`src/hw/rtl/fpl_pkg.sv`:
```
`default_nettype none
// ----------------------------------------------------------------------------
// fpl_pkg
// Shared types and constants of the file popularity table.
// ----------------------------------------------------------------------------
package fpl_pkg;

    localparam int FID_W  = 64;
    localparam int MT_W   = 63;
    localparam int CNT_W  = 32;
    localparam int SLOT_W = 4;

    localparam int IN_DATA_W  = 128;
    localparam int OUT_DATA_W = 40;

    localparam logic [CNT_W-1:0] CNT_MAX = '1;

    typedef struct packed {
        logic [FID_W-1:0] fid;
        logic [MT_W-1:0]  mt;
        logic [CNT_W-1:0] cnt;
    } t_entry;

    typedef struct packed {
        logic start;
        logic search;
        logic commit;
    } t_dp_cmd;

    typedef struct packed {
        logic decided;
        logic out_free;
    } t_dp_stat;

    typedef enum logic [2:0] {
        S_IDLE   = 3'b001,
        S_SEARCH = 3'b010,
        S_FINISH = 3'b100
    } t_state;

endpackage
`default_nettype wire

```
`src/hw/rtl/file_popularity_lfu_table.sv`:
```
`default_nettype none
// ----------------------------------------------------------------------------
// file_popularity_lfu_table
// Least-frequently-used table of file access counts with a cached-file mark.
// ----------------------------------------------------------------------------
// Search: one entry memory read per cycle, in entry order; it ends at a hit,
// at the first empty entry (a fill), or, once every entry has been read with
// no match, at a miss that evicts the entry with the lowest count. One item at
// a time: the next input beat is taken only after the result is committed to
// the output register; a result still held in the output register stalls.
// Reset: synchronous; the table is empty and the cache mark cleared at once.
// ----------------------------------------------------------------------------
module file_popularity_lfu_table
    import fpl_pkg::*;
#(
    parameter int ENTRIES = 16
) (
    input  wire                    i_clk,
    input  wire                    i_rst_n,
    input  wire                    i_s_tvalid,
    output logic                   o_s_tready,
    // file_id [63:0], mod_time [126:64], zero [127]
    input  wire [IN_DATA_W-1:0]    i_s_tdata,
    output logic                   o_m_tvalid,
    input  wire                    i_m_tready,
    // hit [0], slot [4:1], access_count [36:5], evicted [37],
    // refill_cache [38], serve_from_cache [39]
    output logic [OUT_DATA_W-1:0]  o_m_tdata
);

    t_dp_cmd  cmd;
    t_dp_stat stat;

    fpl_ctrl u_ctrl (
        .i_clk      (i_clk),
        .i_rst_n    (i_rst_n),
        .i_in_valid (i_s_tvalid),
        .o_in_ready (o_s_tready),
        .i_stat     (stat),
        .o_cmd      (cmd)
    );

    fpl_datapath #(
        .ENTRIES (ENTRIES)
    ) u_datapath (
        .i_clk       (i_clk),
        .i_rst_n     (i_rst_n),
        .i_cmd       (cmd),
        .o_stat      (stat),
        .i_fid       (i_s_tdata[FID_W-1:0]),
        .i_mt        (i_s_tdata[FID_W+MT_W-1:FID_W]),
        .o_out_valid (o_m_tvalid),
        .i_out_ready (i_m_tready),
        .o_out_data  (o_m_tdata)
    );

endmodule
`default_nettype wire

```
`src/hw/rtl/fpl_ctrl.sv`:
```
`default_nettype none
// ----------------------------------------------------------------------------
// fpl_ctrl
// Sequencer of the file popularity table: accept, search, commit.
// ----------------------------------------------------------------------------
module fpl_ctrl
    import fpl_pkg::*;
(
    input  wire       i_clk,
    input  wire       i_rst_n,
    input  wire       i_in_valid,
    output logic      o_in_ready,
    input  t_dp_stat  i_stat,
    output t_dp_cmd   o_cmd
);

    t_state r_state;
    t_state n_state;

    always_ff @(posedge i_clk) begin
        if (!i_rst_n) begin
            r_state <= S_IDLE;
        end else begin
            r_state <= n_state;
        end
    end

    always_comb begin
        n_state      = r_state;
        o_cmd.start  = 1'b0;
        o_cmd.search = 1'b0;
        o_cmd.commit = 1'b0;
        o_in_ready   = 1'b0;
        unique case (r_state)
            S_IDLE: begin
                o_in_ready  = i_rst_n;
                o_cmd.start = i_in_valid && i_rst_n;
                if (i_in_valid) begin
                    n_state = S_SEARCH;
                end
            end
            S_SEARCH: begin
                o_cmd.search = 1'b1;
                if (i_stat.decided) begin
                    n_state = S_FINISH;
                end
            end
            S_FINISH: begin
                o_cmd.commit = i_stat.out_free;
                if (i_stat.out_free) begin
                    n_state = S_IDLE;
                end
            end
            default: begin
                n_state = S_IDLE;
            end
        endcase
    end

endmodule
`default_nettype wire

```
`src/hw/rtl/fpl_datapath.sv`:
```
`default_nettype none
// ----------------------------------------------------------------------------
// fpl_datapath
// Entry memory, in-order search with running minimum, cache mark and result.
// ----------------------------------------------------------------------------
module fpl_datapath
    import fpl_pkg::*;
#(
    parameter int ENTRIES = 16
) (
    input  wire                    i_clk,
    input  wire                    i_rst_n,
    input  t_dp_cmd                i_cmd,
    output t_dp_stat               o_stat,
    input  wire [FID_W-1:0]        i_fid,
    input  wire [MT_W-1:0]         i_mt,
    output logic                   o_out_valid,
    input  wire                    i_out_ready,
    output logic [OUT_DATA_W-1:0]  o_out_data
);

    localparam int IW    = $clog2(ENTRIES);
    localparam int PTR_W = IW + 1;

    typedef enum logic [1:0] {
        K_HIT   = 2'b00,
        K_FILL  = 2'b01,
        K_EVICT = 2'b10
    } t_kind;

    t_entry             mem [ENTRIES];

    logic [FID_W-1:0]   r_fid;
    logic [MT_W-1:0]    r_mt;
    logic [PTR_W-1:0]   r_ptr;
    logic               r_rd_vld;
    logic [IW-1:0]      r_rd_idx;
    t_entry             r_rd_word;
    logic [CNT_W-1:0]   r_min_cnt;
    logic [IW-1:0]      r_min_idx;
    logic [ENTRIES-1:0] r_valid;
    logic               r_cache_valid;
    logic [IW-1:0]      r_cache_slot;
    logic [CNT_W-1:0]   r_cache_cnt;
    t_kind              r_kind;
    logic [IW-1:0]      r_slot;
    logic [CNT_W-1:0]   r_cnt;

    logic               r_o_valid;
    logic               r_o_hit;
    logic [SLOT_W-1:0]  r_o_slot;
    logic [CNT_W-1:0]   r_o_cnt;
    logic               r_o_evicted;
    logic               r_o_refill;
    logic               r_o_serve;

    logic               ptr_in;
    logic [IW-1:0]      issue_idx;
    logic               cmp_match;
    logic               empty_here;
    logic               full_miss;
    logic               decided;
    logic               issue;
    logic [CNT_W-1:0]   cur_min_cnt;
    logic [IW-1:0]      cur_min_idx;
    logic [CNT_W-1:0]   new_cnt;
    logic               same_slot;
    logic               refill;
    logic               serve;
    t_kind              n_kind;
    logic [IW-1:0]      n_slot;

    assign ptr_in     = r_ptr < PTR_W'(ENTRIES);
    assign issue_idx  = r_ptr[IW-1:0];
    assign cmp_match  = r_rd_vld && (r_rd_word.fid == r_fid) && (r_rd_word.mt == r_mt);
    assign empty_here = ptr_in && !r_valid[issue_idx];
    assign full_miss  = !ptr_in && r_rd_vld && !cmp_match;
    assign decided    = cmp_match || empty_here || full_miss;
    assign issue      = i_cmd.search && ptr_in && r_valid[issue_idx] && !cmp_match;

    always_comb begin
        cur_min_cnt = r_min_cnt;
        cur_min_idx = r_min_idx;
        if (r_rd_vld && ((r_rd_idx == '0) || (r_rd_word.cnt < r_min_cnt))) begin
            cur_min_cnt = r_rd_word.cnt;
            cur_min_idx = r_rd_idx;
        end
    end

    always_comb begin
        priority if (cmp_match) begin
            n_kind = K_HIT;
            n_slot = r_rd_idx;
        end else if (empty_here) begin
            n_kind = K_FILL;
            n_slot = issue_idx;
        end else begin
            n_kind = K_EVICT;
            n_slot = cur_min_idx;
        end
    end

    always_comb begin
        if (r_kind == K_HIT) begin
            new_cnt = (r_cnt == CNT_MAX) ? CNT_MAX : r_cnt + CNT_W'(1);
        end else begin
            new_cnt = CNT_W'(1);
        end
    end

    assign same_slot = r_cache_slot == r_slot;
    assign refill    = !r_cache_valid ||
                       ((r_kind != K_EVICT) && !same_slot && (new_cnt > r_cache_cnt));
    assign serve     = refill || (r_cache_valid && same_slot && (r_kind != K_EVICT));

    always_ff @(posedge i_clk) begin
        if (issue) begin
            r_rd_word <= mem[issue_idx];
        end
        if (i_cmd.commit) begin
            mem[r_slot] <= '{fid: r_fid, mt: r_mt, cnt: new_cnt};
        end
    end

    always_ff @(posedge i_clk) begin
        if (i_cmd.start) begin
            r_fid <= i_fid;
            r_mt  <= i_mt;
            r_ptr <= '0;
        end else if (issue) begin
            r_ptr <= r_ptr + PTR_W'(1);
        end
        if (issue) begin
            r_rd_idx <= issue_idx;
        end
        if (i_cmd.search) begin
            r_min_cnt <= cur_min_cnt;
            r_min_idx <= cur_min_idx;
        end
        if (i_cmd.search && decided) begin
            r_kind <= n_kind;
            r_slot <= n_slot;
            r_cnt  <= r_rd_word.cnt;
        end
        if (i_cmd.commit) begin
            r_o_hit     <= r_kind == K_HIT;
            r_o_slot    <= SLOT_W'(r_slot);
            r_o_cnt     <= new_cnt;
            r_o_evicted <= r_kind == K_EVICT;
            r_o_refill  <= refill;
            r_o_serve   <= serve;
            if (refill || same_slot) begin
                r_cache_cnt <= new_cnt;
            end
        end
    end

    always_ff @(posedge i_clk) begin
        if (!i_rst_n) begin
            r_rd_vld      <= 1'b0;
            r_valid       <= '0;
            r_cache_valid <= 1'b0;
            r_cache_slot  <= '0;
            r_o_valid     <= 1'b0;
        end else begin
            r_rd_vld <= issue;
            if (i_cmd.commit) begin
                r_valid[r_slot] <= 1'b1;
                if (refill) begin
                    r_cache_valid <= 1'b1;
                    r_cache_slot  <= r_slot;
                end else if ((r_kind == K_EVICT) && same_slot) begin
                    r_cache_valid <= 1'b0;
                end
            end
            if (i_cmd.commit) begin
                r_o_valid <= 1'b1;
            end else if (i_out_ready) begin
                r_o_valid <= 1'b0;
            end
        end
    end

    assign o_stat.decided  = decided;
    assign o_stat.out_free = !r_o_valid || i_out_ready;

    assign o_out_valid = r_o_valid;
    assign o_out_data  = {r_o_serve, r_o_refill, r_o_evicted, r_o_cnt, r_o_slot, r_o_hit};

endmodule
`default_nettype wire
```
`config.mk`:
```
export PLATFORM = sky130hd
export DESIGN_NAME = file_popularity_lfu_table
export DESIGN_NICKNAME = d
export VERILOG_FILES = /design/src/hw/rtl/fpl_pkg.sv /design/src/hw/rtl/file_popularity_lfu_table.sv /design/src/hw/rtl/fpl_ctrl.sv /design/src/hw/rtl/fpl_datapath.sv
export SDC_FILE = /design/constraint.sdc
export NUM_CORES = 2
export LEC_CHECK = 0
export ABC_AREA = 1
export BUFFER_PORTS_ARGS = -buffer_cell sky130_fd_sc_hd__buf_4
export CAP_MARGIN = 20
export CORE_ASPECT_RATIO = 1.4
export CORE_UTILIZATION = 63
export DETAILED_ROUTE_END_ITERATION = 10
export PLACE_DENSITY_LB_ADDON = 0.15
export SETUP_SLACK_MARGIN = 0.05
export SYNTH_ARGS = -nofsm -noshare
export SYNTH_HDL_FRONTEND = slang
export SYNTH_HIERARCHICAL = 1
export SYNTH_SLANG_ARGS = --single-unit
```
`constraint.sdc`:
```
create_clock -name i_clk -period 17.9 [get_ports i_clk]
set_input_delay 0.895 -clock i_clk [delete_from_list [all_inputs] [get_ports i_clk]]
set_output_delay 0.895 -clock i_clk [all_outputs]
set_load 0.03 [all_outputs]
```
==> summary.md <==
| Metric | Value |
|---|---|
| Net count after synthesis | `around 8700` |
| Max_slew headroom | `a little over a fifth` |
| Setup-failing EPs final | `0` |
| RSZ-0062 raised after global routing | `no` |
| Register area share after synthesis | `~77%` |
| Hold EP | `u_datapath/r_fid[14]` |
| Worst path buffer plus inverter count | `4` |
| FF-to-FF Start | `u_datapath/r_ptr[0]` |
| Core ar. | `between 150000 and 200000 sq um` |
| Yosys reg bits | `3011` |
| Min cycle time layout | `around 5400 ps` |
| Share of cells above drive strength 1 | `around 8.1%` |
| Synth warn | `6` |
| Synth Flop Type | `edfxtp_1` |
| Final layout net count | `8794` |
| DPL Wire Length | `approximately 140 mm` |
| WP data arrival | `slightly below 6000 ps` |
| Initial core utilization | `63.6%` |
| Status | `finished, final reports clean` |
| Leak pwr | `between 40 and 50 nW` |
| Final Instance Area | `129000 sq um` |
| Critical path depth in cells | `9` |
| Syn_area_per_cell | `between 10 and 15 sq um` |
| Clock Latency Late Sink | `940 ps` |
| H-tree levels | `5` |
| Largest net degree at the start of global routing | `approximately 210` |
| Residual DRC count | `0` |
| Routability cong. | `approximately 0.85` |
| GRT Total Usage | `between 30% and 40%` |
| Tcrit/Tclk final | `between 30% and 40%` |
| First-pass GRT wire length | `around 430 mm` |
| Max Cap Viol | `0` |
| Crit start category | `flop` |
| Clock Skew | `a little over 40 ps` |
| Worst-path clk slew | `60 ps` |
| Die span in y | `between 500 and 600 um` |
| Boundary Pins | `174` |
| Fmax | `roughly 0.18 GHz` |
| Routed Antenna Nets | `0` |
| CP most frequent cell | `buf_4` |
| Number of synthesized flops with an enable pin | `2980` |
| Slowest-stage cell, CP | `buf_4` |
| CP required | `roughly 18000 ps` |
| Top delay family on crit path | `buffers and inverters` |
| Hold Buf Count CTS | `0` |
| Die width | `366 um` |
| DP Area | `roughly 120000 sq um` |
| Hold path start | `i_s_tdata[14]` |
| # resized after CTS | `0` |
| Slew Limit Fails | `0` |
| Post-CTS Setup Bufs | `0` |
| GRT overflow | `0` |
| Number of buffers added on ports | `roughly 170` |
| R2r setup slk | `roughly 12000 ps` |
| Crit end category | `flop` |
| CP Cell Sequence | `buf_12 > buf_4 > o21ai_1 > o22ai_1 > nand2_1 > a31oi_4 > nand2_2 > inv_8 > buf_4` |
| PD cells | `between 100 and 150 nW/um^2` |
| Clk buf depth | `4` |
| Number of DRC markers in iteration 0 | `9212` |
| Vias in the first global route | `about 72000` |
| Total number of vias | `between 70000 and 80000` |
| Critical path class | `flop to flop` |
| Worst hold path cell count | `1` |
| Slowest stage delay, CP | `approximately 900 ps` |
| Initial antenna violation count | `5` |
| # rows | `between 150 and 200` |
| Distinct cells, synth | `47` |
| TritonCTS Buffers | `289` |
| Hold crit path type | `primary input to flop` |
| Synth Instances | `8542` |
| CTS tree | `yes` |
| Wire length per cell | `between 20 and 30 um` |
| Area growth syn-to-layout | `10.2%` |
| Final TNS setup | `0 ps` |
| Ys async rst share | `0%` |
| Clock root buffer | `clkbuf_16` |
| Fin. Hold Viols | `0` |
| Clock Sink Count | `3011` |
| Die area | `187000 sq um` |
| Slew @ Worst Pin | `1190 ps` |
| Register-to-Register Path Depth | `9` |
| Worst Path Max Fanout | `about 190` |
| Max VDD drop | `between 100 and 150 uV` |
| Total routed wirelength | `~290 mm` |
| Mean number of vias per cell | `between 6 and 7` |
| Initial DRT Pass Iterations | `6` |
| Synthesized area | `around 120000 sq um` |
| R2R Path End | `u_datapath/r_rd_word[62]` |
## cell usage in the layout, fill, tap and decap left out, types with 29 or more instances in the layout
cell type and instances:
o221ai_1 263, a21oi_1 50, o21ai_1 29, xor2_1 58, edfxtp_1 2980, clkbuf_1 60, inv_1 262, o22ai_1 379
nor2_1 1464, buf_4 268, o211ai_1 59, clkinv_1 73, clkbuf_16 293, nand2_1 605, nand3_1 314, ha_1 65
o21ai_0 1309, clkinv_2 39
## cell type report
type                            count  area, sq um
Fill cell                       12100        54900
Inverter                          272         1060
Timing Repair Buffer              288         2390
Clock buffer                      356         7600
Clock inverter                    132          866
Sequential cell                  3011        90100
Tap cell                         2444         3060
Multi-Input combinational cell   4735        23900
Antenna cell                        4         10.0
## registers in the layout, summed over array words and instances (netlist names)
register                  cells
u_ctrl/r_state                3
u_datapath/mem             2544
u_datapath/o_out_valid        1
u_datapath/r_cache_cnt       32
u_datapath/r_cache_slot       4
u_datapath/r_cache_valid      1
u_datapath/r_cnt             32
u_datapath/r_fid             64
u_datapath/r_kind             2
u_datapath/r_min_cnt         32
u_datapath/r_min_idx          4
u_datapath/r_mt              63
u_datapath/r_o_cnt           32
u_datapath/r_o_evicted        1
u_datapath/r_o_hit            1
u_datapath/r_o_refill         1
u_datapath/r_o_serve          1
u_datapath/r_o_slot           4
u_datapath/r_ptr              5
u_datapath/r_rd_idx           4
u_datapath/r_rd_vld           1
u_datapath/r_rd_word        159
u_datapath/r_slot             4
u_datapath/r_valid           16
## worst reg2reg max path: cells and delay by family (launching register included)
kind | cells | cell delay [ps]
AO/OA/AOI/OAI | 3 | 720
buffers and inverters | 4 | 3130
flip-flops | 1 | 790
AND/OR/NAND/NOR | 2 | 320
## synth_stat cells, drive strengths merged (31+ instances only)
master / number / area (sq um)
clkbuf: 388 / 1460
o21ai: 1338 / 6700
buf: 136 / 696
xor2: 58 / 508
dfxtp: 31 / 621
o211ai: 59 / 443
nand2: 612 / 2320
ha: 65 / 813
a21oi: 50 / 250
o22ai: 379 / 2370
o221ai: 263 / 2300
edfxtp: 2980 / 89500
nand3: 322 / 1650
inv: 269 / 1010
nor2: 1494 / 5680
## cell families (layout without fill, tap and decap cells)
| logic type | Yosys count | in the layout | synth area share [%] |
|---|---|---|---|
| AO/OA/AOI/OAI | 2104 | 2104 | 10.4 |
| buffers and inverters | 796 | 1048 | 2.71 |
| other | 0 | 4 | 0 |
| AND/OR/NAND/NOR | 2488 | 2488 | 8.58 |
| adder cells (fa/ha/maj) | 65 | 65 | 0.695 |
| XOR/XNOR | 78 | 78 | 0.584 |
| flip-flops | 3011 | 3011 | 77.0 |
## through the flow
stage / worst slack, ps / instances / hold slack, ps / total power, W / utilization [%]
finish: 12480 / 11200 / 129 / 0.0141 / 70.2
global placement: 12250 / 10700 / 445 / 0.00863 / 65.5
CTS: 12490 / 11200 / 77.6 / 0.0142 / 70.1
detailed placement: 12260 / 10700 / 456 / 0.00867 / 65.5
floorplan: 4310 / 8542 / 406 / 0.00844 / -
global route: 12160 / 11200 / 102 / 0.0145 / 70.2
## routing by layer
layer	wire length, um	track usage [%]
met5	0	0
met4	10200	11.7
met3	26800	4.08
met2	146000	52.3
met1	110000	41.3
## how the worst max path moves through the flow
stage,start,to,slack [ps]
floorplan,i_m_tready,u_datapath/mem[6][0],4310
global placement,i_m_tready,u_datapath/mem[15][80],12250
detailed placement,i_m_tready,u_datapath/mem[11][66],12260
CTS,u_datapath/r_ptr[0],u_datapath/r_rd_word[78],12490
global route,u_datapath/r_ptr[0],u_datapath/r_rd_word[62],12160
finish,u_datapath/r_ptr[0],u_datapath/r_rd_word[62],12480
## power by group
group / internal [W] / leakage (nW) / switching (W) / total [W]
clock network: 0.00315 / 4.15 / 0.00247 / 0.00562
logic: 0.000184 / 11.6 / 0.000446 / 0.000630
registers: 0.00780 / 27.2 / 0.0000952 / 0.00790
(Power assumes the default switching activity.)
